<file path="src/sv/ppec_pkg.sv">
`timescale 1ns / 1ps
`default_nettype none

package ppec_pkg;

    localparam int MAX_POSITIONS_DEF = 1024;
    localparam int COUNT_WIDTH_DEF   = 32;
    localparam int QUEUE_DEPTH       = 2;
    localparam logic [31:0] MIN_ERRORS_RESET = 32'd100;

    typedef enum logic [1:0] {
        KIND_NOP  = 2'd0,
        KIND_CMP  = 2'd1,
        KIND_READ = 2'd2
    } t_kind;

    // classified item handed from front to back
    typedef struct packed {
        t_kind       kind;
        logic        err;
        logic        ent_valid;
        logic        fend;
        logic        cleared;
        logic        clr_reach;
        logic [9:0]  pos;
        logic [15:0] clear_count;
    } t_ctl;

endpackage

`default_nettype wire

</file>
<file path="src/sv/ppec_front.sv">
`timescale 1ns / 1ps
`default_nettype none

module ppec_front #(
    parameter int MAX_POSITIONS = ppec_pkg::MAX_POSITIONS_DEF,
    localparam int PW = $clog2(MAX_POSITIONS),
    localparam int LW = PW + 1
) (
    input  wire logic          i_clk,
    input  wire logic          i_rst_n,
    input  wire logic          i_valid,
    output logic               o_ready,
    input  wire logic          i_operation,
    input  wire logic [7:0]    i_data_symbol,
    input  wire logic [7:0]    i_reference_symbol,
    input  wire logic [10:0]   i_frame_length,
    input  wire logic [9:0]    i_read_position,
    input  wire logic          i_q_ready,
    output logic               o_q_push,
    output ppec_pkg::t_ctl     o_q_ctl,
    output logic [PW-1:0]      o_q_addr,
    output logic [LW-1:0]      o_q_len
);

    logic [10:0] r_stored;
    logic [PW-1:0] r_cur;
    logic [LW-1:0] r_fill;
    logic [15:0] r_clears;

    logic [10:0] n_stored;
    logic [PW-1:0] n_cur;
    logic [LW-1:0] n_fill;
    logic [15:0] n_clears;

    logic len_ok;
    logic chg;
    logic fend;
    logic [PW-1:0] pos;
    logic [LW-1:0] fill_eff;

    assign o_ready  = i_q_ready;
    assign o_q_push = i_valid && i_q_ready;

    always_comb begin
        len_ok   = (i_frame_length != 11'd0) && (32'(i_frame_length) <= MAX_POSITIONS);
        chg      = i_frame_length != r_stored;
        pos      = chg ? '0 : r_cur;
        fill_eff = chg ? '0 : r_fill;
        fend     = (32'(pos) + 32'd1) >= 32'(i_frame_length);

        n_stored = r_stored;
        n_cur    = r_cur;
        n_fill   = r_fill;
        n_clears = r_clears;

        o_q_ctl             = '0;
        o_q_ctl.kind        = ppec_pkg::KIND_NOP;
        o_q_addr            = '0;
        o_q_len             = LW'(i_frame_length);

        if (i_operation) begin
            o_q_ctl.kind      = ppec_pkg::KIND_READ;
            o_q_addr          = PW'(i_read_position);
            o_q_ctl.ent_valid = (32'(i_read_position) < MAX_POSITIONS) &&
                                (32'(i_read_position) < 32'(r_fill));
        end else if (len_ok) begin
            if (chg) begin
                if (r_stored != 11'd0) begin
                    n_clears = r_clears + 16'd1;
                end
                n_stored = i_frame_length;
            end
            o_q_ctl.kind      = ppec_pkg::KIND_CMP;
            o_q_ctl.err       = i_data_symbol != i_reference_symbol;
            o_q_ctl.ent_valid = 32'(pos) < 32'(fill_eff);
            o_q_ctl.fend      = fend;
            o_q_ctl.cleared   = chg;
            o_q_ctl.clr_reach = chg && (r_stored != 11'd0);
            o_q_ctl.pos       = 10'(pos);
            o_q_addr          = pos;
            n_fill            = (32'(pos) == 32'(fill_eff)) ? fill_eff + LW'(1) : fill_eff;
            n_cur             = fend ? '0 : pos + PW'(1);
        end
        o_q_ctl.clear_count = n_clears;
    end

    always_ff @(posedge i_clk) begin
        if (!i_rst_n) begin
            r_stored <= '0;
            r_cur    <= '0;
            r_fill   <= '0;
            r_clears <= '0;
        end else if (o_q_push) begin
            r_stored <= n_stored;
            r_cur    <= n_cur;
            r_fill   <= n_fill;
            r_clears <= n_clears;
        end
    end

    a_cur_in_frame: assert property (@(posedge i_clk) disable iff (!i_rst_n)
        (r_stored != 11'd0) |-> (32'(r_cur) < 32'(r_stored)))
        else $error("position beyond frame length");

    a_fill_in_frame: assert property (@(posedge i_clk) disable iff (!i_rst_n)
        32'(r_fill) <= 32'(r_stored))
        else $error("fill count beyond frame length");

endmodule

`default_nettype wire

</file>
<file path="config.mk">
export PLATFORM = sky130hd
export DESIGN_NAME = ppec_front
export DESIGN_NICKNAME = d
export VERILOG_FILES = /design/src/sv/ppec_pkg.sv /design/src/sv/ppec_front.sv
export SDC_FILE = /design/constraint.sdc
export NUM_CORES = 1
export LEC_CHECK = 0
export ABC_AREA = 1
export BUFFER_PORTS_ARGS = -buffer_cell sky130_fd_sc_hd__clkbuf_2
export CORE_AREA = 2 2 132 134
export CTS_CLUSTER_DIAMETER = 60
export DETAILED_ROUTE_END_ITERATION = 12
export DIE_AREA = 0 0 134 136
export PLACE_DENSITY_LB_ADDON = 0.08
export SLEW_MARGIN = 20
export SYNTH_ARGS = -nofsm -noshare
export SYNTH_HDL_FRONTEND = slang
export SYNTH_SLANG_ARGS = --single-unit
</file>
<file path="constraint.sdc">
create_clock -name i_clk -period 3.7 [get_ports i_clk]
set_clock_uncertainty 0.15 [all_clocks]
set_input_delay 0.37 -clock i_clk [delete_from_list [all_inputs] [get_ports i_clk]]
set_output_delay 0.37 -clock i_clk [all_outputs]
set_load 0.02 [all_outputs]
</file>
# After elaboration in Yosys (flattened, before gate mapping)
# Cells that the tools add are included.
# Widths: inputs -> output; s select.
# classes
addsub	4
order_cmp	4
eq_ne	3
mux	15
n_bitwise	1
reduce_logical	7
# ops
cell	n
$mux 16	5
$mux 10	4
$lt 10x11->1	2
$mux 11	2
$reduce_bool 11->1	2
$add 16x1->16 const B	1
$mux 13	1
$add 10x1->11 const B	1
$add 11x1->11 const B	1
$eq 10x11->1	1
$ge 11x11->1	1
$le 11x11->1 const B	1
$ne 11x11->1	1
$add 10x1->10 const B	1
$ne 8x8->1	1
$reduce_and 4->1	1
$logic_and 1x1->1	3
$reduce_and 3->1	1
$mux 1	2
$mux 2	1
$not 1->1	1
# totals
register_bits	48
in_bits	42
output_inout_bits	56

# Depth between registers and ports, before layout
# depth
depth_word	6
ltp_mapped	21
ltp_nobuf	21

# Worst setup path after synthesis
# OpenSTA, ideal clock, no wires.
# synth_path
kind	in2out
startpoint	in i_frame_length[0]
endpoint	out o_q_ctl[28] in the netlist's numbering
arrival_ns	2.753
path_slack_ns	0.427
cell_stages	19
n_path_buf	0
path_cell_list	inv_1 -> nand2_1 -> nand2_1 -> nor2_1 -> nand2_1 -> nor2_8 -> nand4_2 -> nor3_4 -> nand3_1 -> inv_1 -> nand4_1 -> nand2_1 -> inv_1 -> ha_1 -> nand3_1 -> or3_1 -> nand4_1 -> inv_1 -> nor2_1
# synth_rtl
element	line	rtl
start, declared	ppec_front.sv:16	input wire logic [10:0] i_frame_length,
end, declared	ppec_front.sv:20	output ppec_pkg::t_ctl o_q_ctl,

==> out/metrics.yaml <==
ant_nets: 0
critPathMostFrequentCell: "inv_2"
critical_path.cell_chain: "xnor2_1, nand2_1, nor2_4, nand4_4, nor3_4, nand3_2, inv_2, nand4_1, nand2_1, inv_2, ha_4, nand3_2, or3_1, nand4_1, inv_2, nor2_2, buf_6"
finalHoldViolCount: 0
max_cap_viol_count: 0
tritoncts: "built"
final_period_minus_worst_setup_slack_ps: 3585
max_freq_mhz: 278.9
cp_num_buf_inv: 4
fp-row-count: 48
required_ps: 3180
ys_warns: 0
synthTopCellsByArea: "dfxtp_1, nand2_1, ha_1"
postCtsHoldBufs: 0
globalRoute.totalOverflow: 0
num_antenna_cells: 0
netlist-cell-type-count: 40
final_core_util: 0.3084
placeableCoreArea_sq_mm: 0.01688
power.static_leakage_nw: 2.470
internal-power_mw: 0.9428
fin_crit_sh: 0.9689
peak_per_stage_delay_on_the_critical_path_ps: 360
clock_latency_ps: 300
drtPass1Iterations: 4
rrSetupSlack_ps: 430
grt_setup_unrepaired: "yes"
worst_path_maximum_fanout: 3
grt_first_pass_wirelength_um: 20510
routed_wl_um: 13000
endpoint_kind: "output pin"
mappedNetlistNets: 702
cts-htree-levels: 2
ctsLongestPathBuffers: 2
power.combinational.fraction: 0.192
boundaryPins: 98
p_sw_frac: 0.3014
crit_family: "simple AND/OR/NAND/NOR gates"
vdd_drop_max_mv: 0.1676
numClockSinks: 48
drt_first_iter_violations: 205
worstHoldPathType: "in -> reg"
via_cell_ratio: 4.442
nets: 809
synth_edf_count: 0
clock-root-buffer: "clkbuf_16"
outcome: "completed"
synthesis.area_sq_mm: 0.004100
synth.top_cells.by_count: "nand2_1, inv_1, a21oi_1"
gp_routability_congestion: 0.8567
routedWlPerCell_um: 13.53
clock_power_share: 0.402
drt_drc_violations_left: 0
die_footprint_sq_mm: 0.01822
io_buffer_count: 97
antenna_violations_before_repair: 0
sequentialPowerShare: 0.406
switchingPower_mw: 0.4066
power.density_mw_per_mm2: 259.3
first_global_vias: 3961
yosysMostFrequentCell: "nand2_1"
startpoint: "r_stored[7]"
worst_setup_hold_path_clk_slew_ps: 70
timing.critical_path.arrival_ps: 3060
power_mw: 1.349
die_h_um: 136
report.final.slew_viol_count: 0
postSynth.topFlopCell: "dfxtp_1"
timing_worst_slew_pin_value_ps: 579.9
cp_slowest_cell: "or3_1"
setup_viol: 0
synth_top_cell_area_share: 0.2344
worstSetupPathType: "reg -> out"
critical_path.reg2reg.startpoint: "r_stored[9]"
layout-drive-gt1-share: 0.2758
cts_made_buffers: 5
synth.avg_cell_area_sq_um: 6.529
area_delta_synth_final_pct: 26.95
async_flop_share: 0
worst_setup_path_start_kind: "flop"
grt_start_max_net_pins: 29
num_vias: 4269
initial_utilization: 0.2430
synth_top_cell_by_area: "dfxtp_1"
timing.max_slew.rel_slack: 0.6129
syn_inst: 628
ys_ff_latch: 48
min-delay-start: "i_frame_length[1]"
die_width_um: 134
hpwl_um: 10470
grt_usage: 0.1434
synth.yosys.seq_area_share: 0.2344
[registers in the layout (all words and copies together) (netlist names)]
name and flops:
r_cur 10, r_fill 11, r_clears 16, r_stored 11
[power by group through the flow]
stage          Combinational [mW]  Sequential (mW)  Clock, mW
2_1_floorplan               0.170            0.555          0
3_3_place_gp                0.256            0.559          0
3_5_place_dp                0.258            0.559          0
4_1_cts                     0.264            0.547      0.567
5_1_grt                     0.291            0.551      0.585
6_report                    0.259            0.548      0.542
[routing by layer]
metal  part of all wire  vias up  wire length, um  global-route usage
li1                   -     2253                -                   -
met1               0.50     1885             6440              0.1968
met2               0.43      122             5613              0.2330
met4              0.011        0              142             0.03605
met3              0.062        9              802             0.02498
met5                  0        -                0                   0
[logic make-up after synthesis]
family	Yosys count	synth area share
buffers and inverters	134	0.1401
adders and majority gates	32	0.09765
AOI/OAI and AO/OA	114	0.1477
xor gates and xnor gates	25	0.05340
and+or+nand+nor	275	0.3268
DFF	48	0.2344
[cell type report]
cell class | count | area, sq um
Tap cell | 225 | 281.5
Multi-Input combinational cell | 446 | 2640
Clock buffer | 5 | 125.1
Sequential cell | 48 | 970.9
Clock inverter | 3 | 42.54
Inverter | 106 | 400.4
Fill cell | 1890 | 11670
Timing Repair Buffer | 128 | 744.5
[worst register-to-register path, cell delays in order (launching register included)]
cell     delay [ps]
dfxtp_2         350
inv_2            30
nand2_1          40
nand2_1          60
nor2_2          110
nand2_2          90
nor2_8          190
nand2_8         120
inv_4           110
buf_4           160
nand2_1         110
ha_1            320
nand2_1          80
nor4_1          340
buf_4           190
nand3_1         100
nor2_1          230
nand4_1         160
o21ai_0         170
nor2_1           50
[cell usage in the layout, fill, tap and decap left out, types with 2 or more instances in the layout]
cell,synthesis,layout
a21oi_1,55,55
buf_6,1,3
a211oi_2,0,2
dfxtp_1,48,40
a211oi_1,4,2
dfxtp_2,0,8
o211ai_1,2,2
o21ai_0,33,32
nor2_2,10,13
nand3_1,29,27
clkbuf_2,1,95
nor4_1,8,8
o21ai_1,13,14
clkbuf_16,0,5
inv_2,14,19
xor2_1,20,20
buf_4,13,28
nor2_1,50,46
nor3_1,9,8
xnor2_1,5,5
ha_1,32,31
nand2_2,4,6
nand4_1,24,24
nor2_8,4,4
inv_1,91,86
or2_1,2,2
nand2_1,125,123
nand3_2,1,3
nor2_4,5,6
[final timing paths]
check                           depth (start not counted)     endpoint
worst max-delay path                                   17  o_q_ctl[28]
worst min-delay path                                    3  r_stored[1]
worst max register to register                         19    r_fill[9]
worst min register to register                          2     r_cur[2]
[stage by stage]
stage / setup WS [ps] / std cells / TNS (ps) / hold slack, ps / cell area, sq um
finish: 115.1 / 961 / 0 / 195.5 / 5205
detailed placement: 92.27 / 948 / 0 / 309.1 / 4901
floorplan: 427.2 / 628 / 0 / 295.3 / 4100
global route: -135.6 / 961 / -135.6 / 214.1 / 5205
CTS: 4.068 / 959 / 0 / 193.3 / 5142
global placement: 136.3 / 948 / 0 / 308.8 / 4901
[repair_timing]
item                                    4_1_cts  5_1_grt
resized for setup                            14       21
buffers inserted                              3        2
pin swaps                                     7       10
endpoints found under the setup margin        1        2
Power figures use the tool's default switching activity.
