[config.mk]
export PLATFORM = sky130hd
export DESIGN_NAME = ppec_queue
export DESIGN_NICKNAME = d
export VERILOG_FILES = /design/src/sv/ppec_pkg.sv /design/src/sv/ppec_queue.sv
export SDC_FILE = /design/constraint.sdc
export NUM_CORES = 1
export LEC_CHECK = 0
export BUFFER_PORTS_ARGS = -buffer_cell sky130_fd_sc_hd__buf_2
export CORE_ASPECT_RATIO = 0.75
export CORE_MARGIN = 2
export CORE_UTILIZATION = 44
export DETAILED_ROUTE_END_ITERATION = 7
export GPL_TIMING_DRIVEN = 0
export PLACE_DENSITY = 0.72
export SETUP_SLACK_MARGIN = 0.05
export SLEW_MARGIN = 15
export SYNTH_ARGS = -nofsm -noshare
export SYNTH_HDL_FRONTEND = slang
export SYNTH_SLANG_ARGS = --single-unit
[constraint.sdc]
create_clock -name i_clk -period 1.2 [get_ports i_clk]
set_input_delay 0 -clock i_clk [delete_from_list [all_inputs] [get_ports i_clk]]
set_output_delay 0 -clock i_clk [all_outputs]
set_load 0.02 [all_outputs]
[src/sv/ppec_pkg.sv]
`timescale 1ns / 1ps
`default_nettype none

package ppec_pkg;

    localparam int MAX_POSITIONS_DEF = 1024;
    localparam int COUNT_WIDTH_DEF   = 32;
    localparam int QUEUE_DEPTH       = 2;
    localparam logic [31:0] MIN_ERRORS_RESET = 32'd100;

    typedef enum logic [1:0] {
        KIND_NOP  = 2'd0,
        KIND_CMP  = 2'd1,
        KIND_READ = 2'd2
    } t_kind;

    // classified item handed from front to back
    typedef struct packed {
        t_kind       kind;
        logic        err;
        logic        ent_valid;
        logic        fend;
        logic        cleared;
        logic        clr_reach;
        logic [9:0]  pos;
        logic [15:0] clear_count;
    } t_ctl;

endpackage

`default_nettype wire

[src/sv/ppec_queue.sv]
`timescale 1ns / 1ps
`default_nettype none

module ppec_queue #(
    parameter int WIDTH = 8,
    parameter int DEPTH = ppec_pkg::QUEUE_DEPTH,
    localparam int AW = (DEPTH > 1) ? $clog2(DEPTH) : 1,
    localparam int CW = $clog2(DEPTH + 1)
) (
    input  wire logic             i_clk,
    input  wire logic             i_rst_n,
    input  wire logic             i_push,
    input  wire logic [WIDTH-1:0] i_data,
    output logic                  o_ready,
    input  wire logic             i_pop,
    output logic                  o_valid,
    output logic      [WIDTH-1:0] o_data
);

    logic [WIDTH-1:0] r_mem [DEPTH];
    logic [AW-1:0] r_wp;
    logic [AW-1:0] r_rp;
    logic [CW-1:0] r_count;

    assign o_ready = 32'(r_count) < DEPTH;
    assign o_valid = r_count != '0;
    assign o_data  = r_mem[r_rp];

    always_ff @(posedge i_clk) begin
        if (i_push) begin
            r_mem[r_wp] <= i_data;
        end
    end

    always_ff @(posedge i_clk) begin
        if (!i_rst_n) begin
            r_wp    <= '0;
            r_rp    <= '0;
            r_count <= '0;
        end else begin
            if (i_push) begin
                r_wp <= (32'(r_wp) == DEPTH - 1) ? '0 : r_wp + AW'(1);
            end
            if (i_pop) begin
                r_rp <= (32'(r_rp) == DEPTH - 1) ? '0 : r_rp + AW'(1);
            end
            case ({i_push, i_pop})
                2'b10:   r_count <= r_count + CW'(1);
                2'b01:   r_count <= r_count - CW'(1);
                default: r_count <= r_count;
            endcase
        end
    end

endmodule

`default_nettype wire

# Yosys cells after proc, flatten, opt, wreduce, memory -nomap -nowiden
# Memory sizes are Yosys's and may differ from the RTL's. A register that Yosys moved wholly into a read port is not among the register bits.
# Cells that the tools add are included.
[word_totals] register_bits=4 latch_bits=0 ramBits=16 mem_bits_ro=0 inputBits=12 out_inout_bits=10 memories=1
[op_classes] add_sub_neg=4 mul=0 div_mod_pow=0 n_lt_le_gt_ge=1 eq_ne=2 shift=0 muxes=7 bitwise_logic=0 reduce_logical=2
[mem_list] memory="r_mem" depth=2 width=8 rd=1 rd_ports_with_merged_regs=1 write_ports=1 line="ppec_queue.sv:20" rtl="logic [WIDTH-1:0] r_mem [DEPTH];"
[ops] cell="$mux W1" count=6
[ops] cell="$pmux W2 S2" count=1
[ops] cell="$reduce_bool A2 Y1" count=2
[ops] cell="$add A1 B1 Y1 const B" count=2
[ops] cell="$add A2 B1 Y2 const B" count=1
[ops] cell="$eq A2 B1 Y1 const B" count=1
[ops] cell="$eq A2 B2 Y1 const B" count=1
[ops] cell="$lt A2 B2 Y1 const B" count=1
[ops] cell="$sub A2 B1 Y2 const B" count=1

# Logic depth before layout (Yosys ltp)
# Gate-level depths: netlist of run 1.
[logic_depth] depth_word=4 ltp_mapped=5 ltp_nobuf=5

# Worst setup path before layout of run 1
# OpenSTA, ideal clock, no wires.
[synth_path] kind="reg-to-reg" startpoint="register r_wp" endpoint="memory r_mem[0][0], enable pin" arrival_time_ns=0.709 t_required_ns=0.826 path_slack_ns=0.118 stages_incl_launch_ff=2 path_buffers=0 cell_sequence="dfxtp_1 -> nor2_1"
[synth_rtl] item="start, declared" line="ppec_queue.sv:21" rtl="logic [AW-1:0] r_wp;"
[synth_rtl] item="start signal, assigned" line="ppec_queue.sv:42" rtl="r_wp <= (32'(r_wp) == DEPTH - 1) ? '0 : r_wp + AW'(1);"
[synth_rtl] item="end, declared" line="ppec_queue.sv:20"
# Straight into the memory's write port.

==> results of run 1 <==
[per-stage QoR]
stage               hold WS, ns  instances  util, %
floorplan                0.0989         47        -
detailed placement        0.195         90     54.0
CTS                      0.0174        103     63.7
global route             0.0291        103     66.6
global placement          0.189         90     54.0
finish                   0.0207        103     66.6
[cell families after synthesis]
| logic type | synth area share, % |
|---|---|
| DFF | 73.5 |
| muxes | 11.4 |
| adders and majority gates | 1.58 |
| xor gates and xnor gates | 3.33 |
| and+or+nand+nor | 6.02 |
| AOI/OAI and AO/OA | 2.54 |
| buffers and inverters | 1.58 |
[final cells by class]
class                      count  area, µm²  area share (%)
clock buffer                   3       22.5            1.98
timing repair buffer          30        245            21.6
sequential                    21        584            51.4
multi-input combinational     23        230            20.2
tap                           22       27.5            2.42
buffer                         1       15.0            1.32
inverter                       2       7.51           0.660
clock inverter                 1       5.00           0.440
[layer usage]
layer,wire [µm],part of all wire (%)
met1,534,36
met2,865,59
met3,67,4.5
met4,8,0.54
met5,0,0
[power by group through the flow]
stage,sequential (W),combinational [W],clock [W]
4_1_cts,0.000854,0.000290,0.000342
3_5_place_dp,0.000869,0.000232,0
5_1_grt,0.000864,0.000347,0.000371
3_3_place_gp,0.000863,0.000221,0
6_report,0.000859,0.000320,0.000326
2_1_floorplan,0.000861,0.000155,0
[synth_stat cells]
cell type | number | area, µm²
a21boi_1 | 1 | 7.51
o21ai_0 | 1 | 5.00
xnor2_1 | 2 | 17.5
nor2_1 | 1 | 3.75
ha_1 | 1 | 12.5
and2_1 | 4 | 25.0
or2_2 | 1 | 6.26
edfxtp_1 | 16 | 480
or3_1 | 1 | 6.26
inv_1 | 2 | 7.51
xor2_1 | 1 | 8.76
dfxtp_1 | 5 | 100
buf_2 | 1 | 5.00
nor2b_1 | 1 | 6.26
o21a_1 | 1 | 7.51
mux2_2 | 8 | 90.1
[path summary, 6_finish.rpt]
| check | slack [ns] | end | cells past startpoint | startpoint |
|---|---|---|---|---|
| max reg2reg | 0.13 | r_mem[0][5] | 1 | r_wp |
| max | -0.04 | o_data[7] | 3 | flop |
| min | 0.02 | r_wp | 3 | i_push |
| min reg2reg | 0.55 | r_count[1] | 2 | r_count[1] |
[sequential cells by signal, summed over array words and instances, names as in the netlist, named ones only]
signal   flops
r_mem       16
r_wp         1
r_count      2
r_rp         1
[critical path, cell delays in order, from the launching register on]
cell     delay (ns)
dfxtp_2        0.35
buf_8          0.14
mux2_4         0.31
buf_6          0.13
[repair_timing]
item / in CTS / in global routing
hold buffers: 9 / 0
hold endpoints to repair: 21 / 0
endpoints found under the setup margin: 17 / 17
gates resized for setup: 16 / 16
==> flow_metrics.py, run 1 <==
metrics = {
    "cells_and_area": {
        "fin_area_um2": 1140,
        "syn_to_final_growth_pct": 44.1,
        "layout_commonest_cell": "edfxtp_1",
        "nets": 95,
        "final_cell_mix": "16 x edfxtp_1, 13 x buf_2, 9 x dlygate4sd3_1, 8 x mux2_4, 8 x buf_6",
        "layout-drive-gt1-share_pct": 49.4,
        "num_antenna_cells": 0,
        "fillers": 132,
    },
    "placed_design": {
        "dp_hpwl_um": 1020,
        "placed_cell_area_um2": 922,
        "gp_congestion": 0.765,
        "port_buffers": 21,
        "pre_cts_ws_ns": -0.0891,
    },
    "routing": {
        "wl_per_cell_um": 14.3,
        "num_vias": 486,
        "drt_pass1_iterations": 4,
        "dr.first_iter.drc_count": 5,
        "ant_nets": 0,
        "route.detailed.drc": 0,
        "viasPerCell": 4.72,
        "finalWirelength_um": 1480,
    },
    "global_routing": {
        "grt.busiest_layer": "met2",
        "met3_usage_pct": 5.47,
        "globalRoute.totalOverflow": 0,
        "grt.met2_usage_pct": 33.8,
        "grt_max_degree": 13,
        "met1_usage_pct": 14.3,
        "grt_usage_pct": 16.2,
        "grt_pass1_wl_um": 2200,
        "antenna_found_initial": 0,
        "grt_pass1_vias": 501,
    },
    "pwr": {
        "seqPwrFrac_pct": 57.1,
        "ir_drop_uv": 762,
        "power_frac_comb_pct": 21.3,
        "clkPwrFrac_pct": 21.7,
        "p_sw_w": 0.000368,
        "power_w": 0.00151,
        "swShare_pct": 24.5,
        "intPower_w": 0.00114,
        "cellPowerDensity_nw_per_um2": 1320,
        "p_leak_nw": 0.465,
    },
    "synthesis": {
        "ys_types": 16,
        "postSynthCellCount": 47,
        "yosys_warnings": 0,
        "syn-num-nets": 60,
        "synth-seq-cells": 21,
        "syn_area_per_cell_um2": 16.8,
        "ys_seq_area_share_pct": 73.5,
        "synthesis.area_um2": 790,
    },
    "floorplanning": {
        "die_w_um": 52.9,
        "rows": 13,
        "start_util_pct": 46.2,
        "die_y_um": 40.7,
        "dieArea_um2": 2150,
        "pin_count": 22,
        "coreArea_um2": 1710,
    },
    "clock_tree": {
        "htreeDepth": 1,
        "cts_setup_buffers": 0,
        "clk_pin_slew_worst_paths_ns": 0.11,
        "cts.sinks": 21,
        "clk_latency_ns": 0.30,
        "cts_tree": "yes",
        "cts_max_path_buffers": 2,
        "cts_root_buffer": "clkbuf_4",
        "cts_buffers": 3,
    },
    "critical_path": {
        "worstSetupPathType": "flop to output pin",
        "worstPathArrival_ns": 1.24,
        "crit_required_ns": 1.20,
        "cp_max_fo": 8,
        "cp-start-kind": "flop",
        "critPathCaptureType": "output pin",
    },
    "timing": {
        "setup_tns_ns": -0.288,
        "max_slew_margin_pct": 70.5,
        "fmax_mhz": 806,
        "finalCritPeriodShare_pct": 103,
        "clock_skew_ns": 0.00713,
        "rsz0062_at_grt": "yes",
        "slew_viol_final": 0,
        "worst_pin_slew_ns": 0.441,
        "setup_ws_ns": -0.0405,
        "hold_viol": 0,
        "finalCriticalPeriod_ns": 1.24,
        "setup_viol": 8,
    },
    "outcome": {
        "outcome": "complete, but fails checks",
        "violations": "negative setup slack",
    },
    "job": {
        "cap_violations": 0,
    },
    "worst_hold_path": {
        "hp-class": "input pin to flop",
    },
}
No activity file was read; power rests on OpenSTA's default activity.
==> inputs of run 2 (changes only) <==
- SETUP_SLACK_MARGIN: 0.05 -> 0.15
==> flow_metrics.py, run 2 (synthesized netlist as in run 1, its figures left out) <==
metrics = {
    "routing": {
        "dr.first_iter.drc_count": 10,
        "ant_nets": 0,
        "finalWirelength_um": 1370,
        "viasPerCell": 4.63,
        "route.detailed.drc": 0,
        "drt_pass1_iterations": 4,
        "wl_per_cell_um": 13.1,
        "num_vias": 482,
    },
    "global_routing": {
        "globalRoute.totalOverflow": 0,
        "grt_max_degree": 13,
        "antenna_found_initial": 0,
        "grt_pass1_wl_um": 2080,
        "grt_usage_pct": 15.5,
        "grt_pass1_vias": 460,
    },
    "worst_hold_path": {
        "hp-class": "input pin to flop",
    },
    "critical_path": {
        "cp-start-kind": "flop",
        "worstSetupPathType": "flop to output pin",
        "critPathCaptureType": "output pin",
        "cpLargestDelayFamily": "flip-flops",
        "rr_endpoint": "r_count[1]",
        "crit_path_end": "o_data[0]",
        "r2r_start": "r_count[0]",
        "r2r_cells": 3,
        "path_depth": 3,
        "cp_slowest_cell": "dfxtp_2",
        "path_buf_inv": 2,
        "crit_required_ns": 1.20,
        "worstPathArrival_ns": 1.24,
        "rrSetupSlack_ns": 0.20,
        "critical_path.max_stage_delay_ns": 0.36,
        "crit_chain": "buf_8 -> mux2_4 -> buf_6",
        "cp_max_fo": 8,
    },
    "floorplanning": {
        "dieArea_um2": 2150,
        "rows": 13,
        "pin_count": 22,
        "start_util_pct": 46.2,
        "die_y_um": 40.7,
        "coreArea_um2": 1710,
        "die_w_um": 52.9,
    },
    "cells_and_area": {
        "max_flop_register": "r_mem",
        "largest_reg_flops": 16,
        "layout_commonest_cell": "edfxtp_1",
        "syn_to_final_growth_pct": 49.8,
        "fin_util_pct": 69.2,
        "regArea_um2": 587,
        "multi_input_area_um2": 255,
        "reg_top3": "r_mem (16), r_count (2)",
        "final_cell_mix": "16 x edfxtp_1, 12 x buf_2, 10 x buf_6, 9 x dlygate4sd3_1, 8 x mux2_4",
        "num_antenna_cells": 0,
        "stdcell_count": 104,
        "nets": 96,
        "fillers": 123,
        "layout-drive-gt1-share_pct": 53.7,
    },
    "timing": {
        "finalCritPeriodShare_pct": 104,
        "setup_viol": 8,
        "setup_ws_ns": -0.0427,
        "fmax_mhz": 805,
        "finalCriticalPeriod_ns": 1.24,
        "max_slew_margin_pct": 82.9,
        "worst_pin_slew_ns": 0.254,
        "slew_viol_final": 0,
        "rsz0062_at_grt": "yes",
        "hold_viol": 0,
        "clock_skew_ns": 0.00692,
    },
    "job": {
        "cap_violations": 0,
    },
    "outcome": {
        "violations": "negative setup slack",
        "outcome": "complete, but fails checks",
    },
    "clock_tree": {
        "clk_pin_slew_worst_paths_ns": 0.11,
        "clk_latency_ns": 0.29,
        "cts_buffers": 3,
        "cts_max_path_buffers": 2,
        "cts_tree": "yes",
        "htreeDepth": 1,
        "cts.sinks": 21,
        "cts_root_buffer": "clkbuf_4",
    },
    "pwr": {
        "p_leak_nw": 0.481,
        "cellPowerDensity_nw_per_um2": 1300,
        "ir_drop_uv": 794,
    },
    "placed_design": {
        "dp_hpwl_um": 800,
        "gp_congestion": 0.756,
        "port_buffers": 21,
        "dp_cells": 90,
    },
}
-- run 2: worst min-delay path by stage --
stage | startpoint | depth (start not counted) | endpoint | slack, ns
floorplan | i_data[0] | 0 | r_mem[0][0] | 0.1
global placement | i_data[6] | 1 | r_mem[0][6] | 0.19
detailed placement | i_data[4] | 1 | r_mem[1][4] | 0.19
CTS | i_pop | 3 | flop | 0.03
global route | i_pop | 3 | flop | 0.02
finish | i_pop | 3 | flop | 0.04
-- run 2: through the flow --
step	total power [W]	TNS (ns)	hold WS, ns	setup slack, ns	area [µm²]
after floorplan	0.00102	0	0.0989	0.266	792
after global placement	0.00109	0	0.188	0.132	925
after detailed placement	0.00109	0	0.191	0.116	925
after CTS	0.00153	-0.310	0.0309	-0.0415	1160
after global routing	0.00163	-0.757	0.0160	-0.0972	1180
final	0.00154	-0.290	0.0395	-0.0427	1180
-- run 2: area by class of cell --
type	instances	share of cell area (%)
sequential	21	49.6
timing repair buffer	31	22.2
multi-input combinational	23	21.6
tap	22	2.33
clock buffer	3	1.90
buffer	1	1.27
inverter	2	0.635
clock inverter	1	0.423
-- run 2: tightest hold or removal path: cells and delay by family --
family | cells | cell delay (ns)
XOR/XNOR | 1 | 0.07
buffers and inverters | 1 | 0.10
AND/OR/NAND/NOR | 1 | 0.14
-- run 2: repair_timing --
action / CTS / global route
endpoints found under the hold margin: 21 / 0
pin swaps: 0 / 3
setup buffers: 1 / 0
gates resized for setup: 35 / 6
hold buffers: 9 / 0
setup endpoints to repair: 25 / 14
-- run 2: power by group --
group	internal [W]	switching, W	leakage (nW)	total [W]
combinational	0.000210	0.000147	0.270	0.000358
clock	0.000124	0.000197	0.0177	0.000321
sequential	0.000835	0.0000251	0.193	0.000860
total	0.00117	0.000370	0.481	0.00154
-- run 2: layer usage --
| layer | track usage (%) | wire length [µm] | vias up |
|---|---|---|---|
| li1 | - | - | 237 |
| met1 | 16.3 | 567 | 227 |
| met2 | 27.8 | 715 | 16 |
| met3 | 4.38 | 63 | 2 |
| met4 | 11.5 | 18 | 0 |
| met5 | 0 | 0 | - |
==> inputs of run 3 (changes only) <==
- CTS_CLUSTER_DIAMETER: unset -> 120
- RECOVER_POWER: unset -> 25
- REMOVE_ABC_BUFFERS: unset -> 1
==> flow_metrics.py, run 3 (synthesized netlist as in run 1, its figures left out) <==
metrics = {
    "critical_path": {
        "cp_slowest_cell": "dfxtp_4",
        "worstPathArrival_ns": 1.21,
        "crit_required_ns": 1.20,
        "rr_endpoint": "r_mem[1][4]",
        "critical_path.max_stage_delay_ns": 0.46,
        "crit_chain": "mux2_4 -> buf_6",
        "critPathCaptureType": "output pin",
        "r2r_cells": 1,
        "rrSetupSlack_ns": 0.20,
        "cp-start-kind": "flop",
        "r2r_start": "r_wp",
        "crit_path_end": "o_data[7]",
        "cp_max_fo": 8,
        "worstSetupPathType": "flop to output pin",
    },
    "floorplanning": {
        "die_w_um": 52.9,
        "start_util_pct": 46.2,
        "coreArea_um2": 1710,
        "die_y_um": 40.7,
        "pin_count": 22,
        "rows": 13,
        "dieArea_um2": 2150,
    },
    "routing": {
        "viasPerCell": 4.70,
        "wl_per_cell_um": 13.8,
        "ant_nets": 0,
        "dr.first_iter.drc_count": 3,
        "finalWirelength_um": 1420,
        "route.detailed.drc": 0,
        "num_vias": 484,
        "drt_pass1_iterations": 2,
    },
    "cells_and_area": {
        "max_flop_register": "r_mem",
        "layout-drive-gt1-share_pct": 44.4,
        "regArea_um2": 587,
        "syn_to_final_growth_pct": 44.5,
        "num_antenna_cells": 0,
        "largest_reg_flops": 16,
        "multi_input_area_um2": 238,
        "fin_util_pct": 66.8,
        "nets": 95,
        "reg_top3": "r_mem (16), r_count (2)",
        "layout_commonest_cell": "edfxtp_1",
        "stdcell_count": 103,
        "final_cell_mix": "16 x edfxtp_1, 9 x dlygate4sd3_1, 9 x buf_6, 8 x mux2_4, 8 x buf_2",
        "fillers": 140,
    },
    "placed_design": {
        "port_buffers": 21,
        "gp_congestion": 0.746,
        "dp_cells": 89,
        "dp_hpwl_um": 930,
    },
    "global_routing": {
        "grt_usage_pct": 15.5,
        "grt_max_degree": 13,
        "globalRoute.totalOverflow": 0,
        "antenna_found_initial": 0,
        "grt_pass1_wl_um": 2110,
        "grt_pass1_vias": 485,
    },
    "clock_tree": {
        "clk_latency_ns": 0.30,
        "cts_max_path_buffers": 2,
        "htreeDepth": 1,
        "cts_root_buffer": "clkbuf_4",
        "cts.sinks": 21,
        "cts_buffers": 3,
        "clk_pin_slew_worst_paths_ns": 0.12,
        "cts_tree": "yes",
    },
    "job": {
        "cap_violations": 0,
    },
    "outcome": {
        "outcome": "complete, but fails checks",
        "violations": "negative setup slack",
    },
    "pwr": {
        "power_frac_comb_pct": 20.9,
        "ir_drop_uv": 852,
        "intPower_w": 0.00115,
        "cellPowerDensity_nw_per_um2": 1340,
        "swShare_pct": 24.8,
        "p_sw_w": 0.000378,
        "clkPwrFrac_pct": 21.9,
        "p_leak_nw": 0.455,
        "seqPwrFrac_pct": 57.2,
    },
    "timing": {
        "setup_viol": 8,
        "setup_ws_ns": -0.0140,
        "hold_viol": 0,
        "fmax_mhz": 824,
        "finalCriticalPeriod_ns": 1.21,
        "slew_viol_final": 0,
        "worst_pin_slew_ns": 0.259,
        "finalCritPeriodShare_pct": 101,
        "rsz0062_at_grt": "yes",
        "setup_tns_ns": -0.0992,
        "max_slew_margin_pct": 82.7,
        "clock_skew_ns": 0.00487,
    },
    "worst_hold_path": {
        "hp-class": "input pin to flop",
    },
}
run 3: worst max-delay path: cells and delay by family (launching register included):
family | cells | cell delay, ns
buffers and inverters | 1 | 0.13
muxes | 1 | 0.32
DFF | 1 | 0.46
run 3: worst min-delay path by stage:
stage | startpoint | slack [ns] | cells past startpoint | to
floorplan | i_data[0] | 0.1 | 0 | r_mem[0][0]
global route | i_push | 0.02 | 3 | r_wp
CTS | i_push | 0.03 | 3 | r_wp
global placement | i_data[6] | 0.19 | 1 | r_mem[0][6]
finish | i_pop | 0.03 | 3 | flop
detailed placement | i_data[4] | 0.19 | 1 | r_mem[1][4]
run 3: per-layer routing:
| layer | routed length [µm] | global-route usage (%) | vias up |
|---|---|---|---|
| met1 | 530 | 16.0 | 225 |
| met2 | 793 | 29.1 | 14 |
| met5 | 0 | 0 | - |
| met4 | 40 | 11.5 | 0 |
| met3 | 52 | 3.28 | 6 |
| li1 | - | - | 239 |
run 3: layout make-up:
| class | instances | share of cell area [%] |
|---|---|---|
| clock buffers | 3 | 1.97 |
| clock inverters | 1 | 0.439 |
| inverters | 2 | 0.658 |
| multi-input cells | 23 | 20.8 |
| flip-flops and latches | 21 | 51.4 |
| well taps | 22 | 2.41 |
| repair buffers | 31 | 22.3 |
run 3: what timing repair did:
action,4_1_cts,5_1_grt
resized for setup,34,0
buffers inserted,0,1
pin swaps,0,2
endpoints found under the hold margin,21,0
setup endpoints to repair,26,10
hold buffers,9,0
run 3: power by group through the flow:
stage,clock network (W),logic (W),registers (W)
detailed placement,0,0.000216,0.000879
floorplan,0,0.000146,0.000868
CTS,0.000341,0.000313,0.000872
global placement,0,0.000209,0.000873
global route,0.000372,0.000342,0.000877
finish,0.000334,0.000318,0.000871
run 3: per-stage QoR:
stage                     hold slack (ns)  setup WS (ns)  total power (W)  instance area, µm²
after floorplan                    0.0989          0.118          0.00101                 785
after global placement              0.189        -0.0731          0.00108                 917
after detailed placement            0.193         -0.108          0.00110                 917
after CTS                          0.0253        -0.0283          0.00153                1140
after global routing               0.0229        -0.0626          0.00159                1140
final                              0.0292        -0.0140          0.00152                1140
